$ cat src/hdl/hsv_pkg.sv
// ----------------------------------------------------------------------------
// hsv_pkg
// Types and constants shared by the RGB to HSV conversion pipeline.
// ----------------------------------------------------------------------------
package hsv_pkg;

  // Field widths and fixed-point formats
  localparam int CHAN_W    = 8;
  localparam int HUE_W     = 15;
  localparam int SAT_W     = 13;
  localparam int HUE_FRAC  = 6;
  localparam int SAT_FRAC  = 12;

  // 60 and 360 degrees in hue units
  localparam int HUE_SIXTH = 60 << HUE_FRAC;
  localparam int HUE_FULL  = 360 << HUE_FRAC;

  // Divider geometry: dividend below 2^20, quotient below 2^13 for both divides
  localparam int DIVD_W    = CHAN_W + SAT_FRAC;
  localparam int QUOT_W    = SAT_W;
  localparam int QIDX_W    = $clog2(QUOT_W);

  typedef struct packed {
    logic [CHAN_W-1:0] red;
    logic [CHAN_W-1:0] green;
    logic [CHAN_W-1:0] blue;
  } pixel_t;

  typedef struct packed {
    logic [HUE_W-1:0]  hue;
    logic [SAT_W-1:0]  saturation;
    logic [CHAN_W-1:0] brightness;
  } hsv_t;

  // Channel that holds the maximum
  typedef enum logic [2:0] {
    SEC_RED   = 3'b001,
    SEC_GREEN = 3'b010,
    SEC_BLUE  = 3'b100
  } sector_t;

  // One lane of a restoring divider in flight
  typedef struct packed {
    logic [DIVD_W-1:0] rem;
    logic [CHAN_W-1:0] divisor;
    logic [QUOT_W-1:0] quot;
  } div_lane_t;

  // Data that rides alongside the dividers
  typedef struct packed {
    sector_t           sector;
    logic              neg;
    logic              gray;
    logic [CHAN_W-1:0] brightness;
  } side_t;

  // One restoring step: try the divisor at bit position shift
  function automatic div_lane_t div_step(input div_lane_t lane,
                                         input logic [QIDX_W-1:0] shift);
    logic [DIVD_W-1:0] trial;
    div_lane_t         res;
    trial = DIVD_W'(lane.divisor) << shift;
    res   = lane;
    if (lane.rem >= trial) begin
      res.rem         = lane.rem - trial;
      res.quot[shift] = 1'b1;
    end
    return res;
  endfunction

endpackage

$ cat src/hdl/rgb_to_hsv_converter_top.sv
// ----------------------------------------------------------------------------
// rgb_to_hsv_converter_top
// RGB pixel to hue, saturation and value converter.
// ----------------------------------------------------------------------------
// Usage:
//   A request on the pixel channel carries one 8-bit RGB pixel; it is taken
//   at a clock edge where pixel_valid is high and pixel_stall is low.
//   The result channel carries hue (1/64 degree), saturation (4096 = 1.0)
//   and brightness (largest channel) under result_valid / result_stall.
//   From accept to result_valid a pixel passes two front stages,
//   thirteen divider stages (one quotient bit each for both divides) and
//   one output stage. Throughput is one pixel per cycle while the receiver
//   does not stall, set by the fully pipelined dividers.
//   When the receiver stalls a waiting result, the whole pipeline holds and
//   pixel_stall is raised; nothing is dropped or repeated. Bubbles are not
//   squeezed out while stalled.
//   Synchronous reset clears all valid bits; the block is ready as soon as
//   reset is released.
// ----------------------------------------------------------------------------
module rgb_to_hsv_converter_top (
  input  logic            clk,
  input  logic            rst,
  input  logic            pixel_valid,
  output logic            pixel_stall,
  input  hsv_pkg::pixel_t pixel,
  output logic            result_valid,
  input  logic            result_stall,
  output hsv_pkg::hsv_t   result
);
  import hsv_pkg::*;

  logic      en;
  logic      prep_valid;
  div_lane_t prep_sat;
  div_lane_t prep_hue;
  side_t     prep_side;
  logic      div_valid;
  div_lane_t div_sat;
  div_lane_t div_hue;
  side_t     div_side;

  // Hold every stage while a result waits on a stalled receiver
  assign en          = !(result_valid && result_stall);
  assign pixel_stall = !en;

  hsv_prep u_prep (
    .clk       (clk),
    .rst       (rst),
    .en        (en),
    .in_valid  (pixel_valid),
    .pix       (pixel),
    .out_valid (prep_valid),
    .sat_lane  (prep_sat),
    .hue_lane  (prep_hue),
    .side      (prep_side)
  );

  hsv_div_pipe u_div (
    .clk       (clk),
    .rst       (rst),
    .en        (en),
    .in_valid  (prep_valid),
    .sat_in    (prep_sat),
    .hue_in    (prep_hue),
    .side_in   (prep_side),
    .out_valid (div_valid),
    .sat_out   (div_sat),
    .hue_out   (div_hue),
    .side_out  (div_side)
  );

  logic signed [HUE_W:0] offset;
  logic signed [HUE_W:0] q;
  logic signed [HUE_W:0] hue_s;
  hsv_t                  res_next;

  // Add sector offset to the signed quotient, wrap negative hue, zero gray pixels
  always_comb begin
    case (div_side.sector)
      SEC_RED:   offset = '0;
      SEC_GREEN: offset = (HUE_W+1)'(2 * HUE_SIXTH);
      SEC_BLUE:  offset = (HUE_W+1)'(4 * HUE_SIXTH);
      default:   offset = '0;
    endcase
    q     = $signed((HUE_W+1)'(div_hue.quot));
    hue_s = div_side.neg ? (offset - q) : (offset + q);
    if (hue_s < 0) hue_s = hue_s + (HUE_W+1)'(HUE_FULL);
    res_next.brightness = div_side.brightness;
    if (div_side.gray) begin
      res_next.hue        = '0;
      res_next.saturation = '0;
    end else begin
      res_next.hue        = hue_s[HUE_W-1:0];
      res_next.saturation = div_sat.quot;
    end
  end

  // Output valid
  always_ff @(posedge clk) begin
    if (rst) begin
      result_valid <= 1'b0;
    end else if (en) begin
      result_valid <= div_valid;
    end
  end

  // Output payload
  always_ff @(posedge clk) begin
    if (en) begin
      result <= res_next;
    end
  end

endmodule

$ cat src/hdl/hsv_prep.sv
// ----------------------------------------------------------------------------
// hsv_prep
// Two front stages: find max, min and sector, then form delta, the signed
// channel difference and both divider dividends.
// ----------------------------------------------------------------------------
module hsv_prep (
  input  logic              clk,
  input  logic              rst,
  input  logic              en,
  input  logic              in_valid,
  input  hsv_pkg::pixel_t   pix,
  output logic              out_valid,
  output hsv_pkg::div_lane_t sat_lane,
  output hsv_pkg::div_lane_t hue_lane,
  output hsv_pkg::side_t    side
);
  import hsv_pkg::*;

  logic              a_valid;
  pixel_t            a_pix;
  logic [CHAN_W-1:0] a_max;
  logic [CHAN_W-1:0] a_min;
  sector_t           a_sector;

  logic [CHAN_W-1:0] mx;
  logic [CHAN_W-1:0] mn;
  sector_t           sec;

  // Largest and smallest channel, red wins ties over green, green over blue
  always_comb begin
    mx = (pix.red > pix.green) ? pix.red : pix.green;
    mn = (pix.red < pix.green) ? pix.red : pix.green;
    if (pix.blue > mx) mx = pix.blue;
    if (pix.blue < mn) mn = pix.blue;
    if (pix.red >= mx) begin
      sec = SEC_RED;
    end else if (pix.green >= mx) begin
      sec = SEC_GREEN;
    end else begin
      sec = SEC_BLUE;
    end
  end

  // Stage A valid
  always_ff @(posedge clk) begin
    if (rst) begin
      a_valid <= 1'b0;
    end else if (en) begin
      a_valid <= in_valid;
    end
  end

  // Stage A payload
  always_ff @(posedge clk) begin
    if (en) begin
      a_pix    <= pix;
      a_max    <= mx;
      a_min    <= mn;
      a_sector <= sec;
    end
  end

  logic [CHAN_W-1:0]        delta;
  logic signed [CHAN_W:0]   diff;
  logic [CHAN_W-1:0]        mag;
  logic [DIVD_W-1:0]        prod;

  // Difference of the two other channels, split into sign and magnitude; also delta and the hue dividend
  always_comb begin
    delta = a_max - a_min;
    case (a_sector)
      SEC_RED:   diff = $signed({1'b0, a_pix.green}) - $signed({1'b0, a_pix.blue});
      SEC_GREEN: diff = $signed({1'b0, a_pix.blue})  - $signed({1'b0, a_pix.red});
      SEC_BLUE:  diff = $signed({1'b0, a_pix.red})   - $signed({1'b0, a_pix.green});
      default:   diff = '0;
    endcase
    mag  = diff[CHAN_W] ? CHAN_W'(-diff) : diff[CHAN_W-1:0];
    prod = DIVD_W'(mag) * DIVD_W'(HUE_SIXTH);
  end

  // Stage B valid
  always_ff @(posedge clk) begin
    if (rst) begin
      out_valid <= 1'b0;
    end else if (en) begin
      out_valid <= a_valid;
    end
  end

  // Stage B payload: load both divider lanes
  always_ff @(posedge clk) begin
    if (en) begin
      sat_lane.rem     <= {delta, {SAT_FRAC{1'b0}}};
      sat_lane.divisor <= a_max;
      sat_lane.quot    <= '0;
      hue_lane.rem     <= prod;
      hue_lane.divisor <= delta;
      hue_lane.quot    <= '0;
      side.sector      <= a_sector;
      side.neg         <= diff[CHAN_W];
      side.gray        <= (delta == '0);
      side.brightness  <= a_max;
    end
  end

endmodule

$ cat src/hdl/hsv_div_pipe.sv
// ----------------------------------------------------------------------------
// hsv_div_pipe
// Pipelined restoring dividers for saturation and hue, one quotient bit per
// stage for both lanes, with side data and valid carried alongside.
// ----------------------------------------------------------------------------
module hsv_div_pipe (
  input  logic               clk,
  input  logic               rst,
  input  logic               en,
  input  logic               in_valid,
  input  hsv_pkg::div_lane_t sat_in,
  input  hsv_pkg::div_lane_t hue_in,
  input  hsv_pkg::side_t     side_in,
  output logic               out_valid,
  output hsv_pkg::div_lane_t sat_out,
  output hsv_pkg::div_lane_t hue_out,
  output hsv_pkg::side_t     side_out
);
  import hsv_pkg::*;

  logic      valid [QUOT_W];
  div_lane_t sat   [QUOT_W];
  div_lane_t hue   [QUOT_W];
  side_t     side  [QUOT_W];

  for (genvar k = 0; k < QUOT_W; k++) begin : g_step
    logic      prev_valid;
    div_lane_t prev_sat;
    div_lane_t prev_hue;
    side_t     prev_side;

    if (k == 0) begin : g_first
      assign prev_valid = in_valid;
      assign prev_sat   = sat_in;
      assign prev_hue   = hue_in;
      assign prev_side  = side_in;
    end else begin : g_next
      assign prev_valid = valid[k-1];
      assign prev_sat   = sat[k-1];
      assign prev_hue   = hue[k-1];
      assign prev_side  = side[k-1];
    end

    // Advance valid
    always_ff @(posedge clk) begin
      if (rst) begin
        valid[k] <= 1'b0;
      end else if (en) begin
        valid[k] <= prev_valid;
      end
    end

    // Resolve quotient bit QUOT_W-1-k in both lanes
    always_ff @(posedge clk) begin
      if (en) begin
        sat[k]  <= div_step(prev_sat, QIDX_W'(QUOT_W - 1 - k));
        hue[k]  <= div_step(prev_hue, QIDX_W'(QUOT_W - 1 - k));
        side[k] <= prev_side;
      end
    end
  end

  assign out_valid = valid[QUOT_W-1];
  assign sat_out   = sat[QUOT_W-1];
  assign hue_out   = hue[QUOT_W-1];
  assign side_out  = side[QUOT_W-1];

endmodule

$ cat config.mk
export PLATFORM = sky130hd
export DESIGN_NAME = rgb_to_hsv_converter_top
export DESIGN_NICKNAME = d
export VERILOG_FILES = /design/src/hdl/hsv_pkg.sv /design/src/hdl/rgb_to_hsv_converter_top.sv /design/src/hdl/hsv_prep.sv /design/src/hdl/hsv_div_pipe.sv
export SDC_FILE = /design/constraint.sdc
export NUM_CORES = 2
export LEC_CHECK = 0
export ABC_AREA = 0
export BUFFER_PORTS_ARGS = -buffer_cell sky130_fd_sc_hd__buf_4
export CORE_MARGIN = 2
export CORE_UTILIZATION = 57
export DETAILED_ROUTE_END_ITERATION = 16
export GPL_TIMING_DRIVEN = 0
export PLACE_DENSITY = 0.73
export SETUP_SLACK_MARGIN = 0.2
export SLEW_MARGIN = 40
export SYNTH_ARGS = -nofsm -noshare
export SYNTH_HDL_FRONTEND = slang
export SYNTH_HIERARCHICAL = 1
export SYNTH_SLANG_ARGS = --single-unit
export TNS_END_PERCENT = 30
$ cat constraint.sdc
create_clock -name clk -period 42.8 [get_ports clk]
set_input_delay 2.14 -clock clk [delete_from_list [all_inputs] [get_ports clk]]
set_output_delay 2.14 -clock clk [all_outputs]
set_load 0.02 [all_outputs]
* Yosys cells after proc, flatten, opt, wreduce, memory -nomap -nowiden *
Memory sizes are Yosys's and may differ from the RTL's. A register that Yosys moved wholly into a read port is not among the register bits.
Cells that the tools add are included.
Widths: inputs -> output; s select.

storage, ports and cells
  bits in registers = 101
  input port bits = 28
  word-level logic and storage cells = 242
  memory bits (writable) = 1248
  memories kept = 4
  output and inout bits = 38

memories
  name         words  bits a word  rd ports  clocked after memory_dff  wr ports  RTL line            source
  u_div.hue    13     41           13        0                         13        hsv_div_pipe.sv:23  div_lane_t hue [QUOT_W];
  u_div.sat    13     41           13        1                         13        hsv_div_pipe.sv:22  div_lane_t sat [QUOT_W];
  u_div.side   13     13           13        0                         13        hsv_div_pipe.sv:24  side_t side [QUOT_W];
  u_div.valid  13     1            13        1                         13        hsv_div_pipe.sv:21  logic valid [QUOT_W];

cells by class
  bitwise logic cells = 13
  mux-type cells = 132
  multipliers = 1
  reduce and logical (&&, ||, !) cells = 4
  equal/unequal tests = 5
  order comparisons = 33
  $add $sub $neg = 34

operator list
  cell              count
  $mux 20           52
  $mux 1            70
  $ge 20x10->1      2
  $ge 20x11->1      2
  $ge 20x12->1      2
  $ge 20x13->1      2
  $ge 20x14->1      2
  $ge 20x15->1      2
  $ge 20x16->1      2
  $ge 20x17->1      2
  $ge 20x18->1      2
  $ge 20x19->1      2
  $ge 20x20->1      2
  $ge 20x8->1       2
  $ge 20x9->1       2
  $mux 8            5
  $sub 20x10->20    2
  $sub 20x11->20    2
  $sub 20x12->20    2
  $sub 20x13->20    2
  $sub 20x14->20    2
  $sub 20x15->20    2
  $sub 20x16->20    2
  $sub 20x17->20    2
  28 further kinds  53

* Longest topological paths before layout *
An unclocked memory read counts as a cell.

  depth after elaboration = 7
  mapped depth = 25
  mapped depth without buffers = 24

* Modules after synthesis *
Netlist, hierarchy kept.

modules (own cells, without submodules)
  module                    cells each  times used  area each (µm²)
  hsv_div_pipe              3589        1           53169.7
  hsv_prep                  633         1           6620.1
  rgb_to_hsv_converter_top  195         1           2162.1

* Least setup slack after synthesis *
Ideal clock, no wire load.

  path type = input port to output port
  start = input result_stall
  end = output pixel_stall
  slack = 4.964 ns
  arrival = 35.696 ns
  buffers on the path = 0
  required time = 40.660 ns
  stages = 2
  cells stage by stage = nand2_1 -> inv_1

between the ends
  cells in the longest elaborated chain, start to end = 1

ends and longest elaborated chain
  what               RTL line                        source
  from (decl)        rgb_to_hsv_converter_top.sv:27  input logic result_stall,
  $logic_and 1x1->1  rgb_to_hsv_converter_top.sv:43  assign en = !(result_valid && result_stall);
  to (decl)          rgb_to_hsv_converter_top.sv:24  output logic pixel_stall,

Every way passes these cells.

* Final worst setup path *
  start = input pixel[9] in the netlist's numbering
  end = register u_prep.a_sector[1], data pin

between the ends
  cells in the longest elaborated chain, start to end = 6
  elaborated cells between the ends (all ways) = 7
  those cells by class = order compare (4); mux (3)

ends and longest elaborated chain
  what                    RTL line                        source
  from (decl)             rgb_to_hsv_converter_top.sv:25  input hsv_pkg::pixel_t pixel,
  $gt 8x8->1              hsv_prep.sv:31                  mx = (pix.red > pix.green) ? pix.red : pix.green;
  $mux 8 *                hsv_prep.sv:31
  $gt 8x8->1              hsv_prep.sv:33                  if (pix.blue > mx) mx = pix.blue;
  $mux 8 *                hsv_prep.sv:33
  named net u_prep.mx[0]  hsv_prep.sv:25                  logic [CHAN_W-1:0] mx;
  $ge 8x8->1              hsv_prep.sv:37                  end else if (pix.green >= mx) begin
  $mux 3                  hsv_prep.sv:37
  to (signal assigned)    hsv_prep.sv:59                  a_sector <= sec;
  to (decl)               hsv_prep.sv:23                  sector_t a_sector;

The timed path passes the listed nets; every way through them passes the cells marked *.
A chain may end at the register's enable or synchronous reset.

==> impl_summary.txt <==
----------------------------------------------------
[Run status]
  Outcome ... finished, final reports clean

[Cells and area]
  Synthesis-to-layout area growth ... 12.2%
  Fillcell total ... 7404
  Final-stage net count ... 4870
  Final instance area ... 66600 um^2
  Fraction of final layout cells with drive strength greater than 1 ... 10.9%
  End-of-flow core utilization ... 64.5%

[Floorplan]
  Chip Height ... 327 um
  Placeable Area ... 103000 um^2
  Number of top-level design ports ... 66
  DIE AREA ... 107000 um^2
  Effective utilization at floorplan ... 57.4%
  Floorplan row count ... 118
  Die outline width ... 327 um

[Worst hold path]
  HP Class ... flop to flop
  Hold Crit Depth ... 0

[Detailed routing]
  Violation count after the first detailed-route iteration ... 1712
  Via count of the routed design ... 32.1k
  Routed WL ... 91.9 mm
  Per-cell routed wire length ... 15.4 um
  DRC ... 0
  Via/cell ratio ... 5.36
  Number of optimization iterations in the first detailed-route pass ... 5
  Number of nets still failing antenna checks after routing ... 0

[CTS]
  CTS Sinks ... 1307
  Clock insertion delay at the later pin of the skew report ... 740 ps
  CTS root buffer ... clkbuf_16
  Reg clk slew, reported paths ... 60 ps
  Maximum root-to-sink buffer count ... 3
  Number of post-CTS setup repair buffers ... 0
  Clock buffer count from CTS ... 136
  Number of buffers added to fix hold violations after cts ... 0
  Number of gates resized after CTS ... 0
  H-tree levels ... 4
  Clock tree from TritonCTS ... done

[Timing]
  Final clock period utilization by the worst path ... 15.5%
  Slew at the pin with the worst max-slew slack ... 800 ps
  Pins Over Slew Limit ... 0
  Relative slew slack ... 46.2%
  Hold Fails Final Rpt ... 0
  Unrepaired setup endpoints after global routing ... no
  Clock skew after layout ... 18.9 ps
  Worst hold slack ... 408 ps
  Post-layout worst setup margin ... 36180 ps
  Final TNS setup ... 0 ps
  Final critical-path required period ... 6620 ps
  Timing-limited maximum frequency ... 0.151 GHz
  Number of setup violations in the final report ... 0

[Global route]
  Wire length of the first global-routing pass ... 154 mm
  Pin count of the biggest net entering global routing ... 49
  Total global routing overflow ... 0
  Antenna violations before repair ... 0
  GRT Resource Usage Total ... 17.6%
  Vias in the first global route ... 32.6k

[Synth]
  Warnings from Yosys ... 6
  Number of cells produced by synthesis ... 4215
  Area of the mapped netlist ... 59400 um^2
  Mean post-synth cell area ... 14.1 um^2

[Critical path]
  Critical Path End Type ... flop
  Cell with the largest stage delay on the worst path ... a31oi_2
  Critical path launch point type ... primary input
  Max stage delay on crit path ... 590 ps
  WS Path Type ... primary input to flop
  Data arrival, critical path ... 7090 ps
  Worst-case reg-to-reg path depth ... 23
  Required time of the critical path ... 43270 ps
  Max Fanout on Critical Path ... 9

[Power and ir drop]
  Peak supply drop ... 0.0496 mV
  Ratio of total power to cell area ... 79.2 nW/um^2
  LEAKAGE ... 26.0 nW

[Placed design]
  Number of buffers added on ports ... 65
  Half-perimeter wire length after placement ... 66.4 mm
  Global placer's final weighted congestion ... 0.883
  Worst slack at placement ... 35340 ps
  Placed Instance Area ... 62500 um^2

[Job]
  Count of maximum capacitance violations ... 0

----------------------------------------------------
[cells in the final DEF, fill, tap and decap left out, types with 42 or more instances in the layout]
| cell type | count |
|---|---|
| xor2_1 | 112 |
| clkbuf_16 | 136 |
| inv_1 | 368 |
| clkbuf_1 | 56 |
| o21a_1 | 47 |
| nand2_1 | 187 |
| mux2i_1 | 50 |
| nor2_1 | 271 |
| mux2_2 | 57 |
| o21ai_0 | 161 |
| conb_1 | 46 |
| nand2b_1 | 69 |
| buf_4 | 129 |
| nor4_1 | 59 |
| a21o_1 | 42 |
| ha_1 | 301 |
| nand3_1 | 46 |
| a21oi_1 | 194 |
| nor2b_1 | 65 |
| nor3_1 | 81 |
| edfxtp_1 | 1304 |
| fa_1 | 44 |
| xnor2_1 | 158 |
[report_power, final]
group | leakage, nW | internal, W | switching [W]
sequential | 13.5 | 0.00198 | 0.000213
combinational | 10.4 | 0.000923 | 0.00108
clock | 2.01 | 0.000624 | 0.000463
[worst max-delay path, delay by kind of cell]
family / cells / cell delay (ps)
adders and majority gates: 3 / 850
AOI/OAI and AO/OA: 14 / 2820
buffers and inverters: 3 / 480
muxes: 1 / 310
and+or+nand+nor: 4 / 490
[layout make-up]
class	instances	area [um^2]	share of cell area, %
timing repair buffer	99	1170	1.76
inverter	370	1390	2.08
buffer	108	696	1.04
antenna	1	2.50	0.00376
sequential	1307	39200	58.9
clock buffer	165	3510	5.27
tap	1380	1730	2.59
multi-input combinational	2475	18300	27.5
clock inverter	73	628	0.943
[sequential cells by signal, indices dropped and copies added, names as in the netlist, 3 cells and up]
signal           count
u_prep/side         13
u_prep/a_sector      3
u_prep/a_max         8
result              36
u_prep/sat_lane      8
u_prep/hue_lane     12
u_div/hue          505
u_div/valid         13
u_div/side         169
u_prep/a_min         8
u_div/sat          505
u_prep/a_pix        24
[worst paths after layout]
check                         startpoint                          endpoint  slack, ps
max                             pixel[9]  u_prep/a_sector[1]$_SDFFCE_PP0P_      36180
max reg2reg    u_prep/a_pix[8]$_DFFE_PP_     u_prep/hue_lane[40]$_DFFE_PP_      36950
min          u_div/hue[0][213]$_DFFE_PP_       u_div/hue[0][254]$_DFFE_PP_        410
min reg2reg  u_div/hue[0][213]$_DFFE_PP_       u_div/hue[0][254]$_DFFE_PP_        410
[metrics by stage]
step	cells	power [W]
global placement	5705	0.00411
CTS	5977	0.00530
global route	5977	0.00566
floorplan	4260	0.00374
detailed placement	5739	0.00419
finish	5978	0.00528
[per-layer routing]
layer / global-route usage, % / up-vias / routed length (um)
li1: - / 16200 / -
met2: 32.4 / 548 / 48400
met5: 0 / - / 0
met3: 3.01 / 229 / 3090
met1: 19.7 / 15100 / 36500
met4: 8.89 / 0 / 3970
Note: power is estimated with default switching activity, not from simulation.
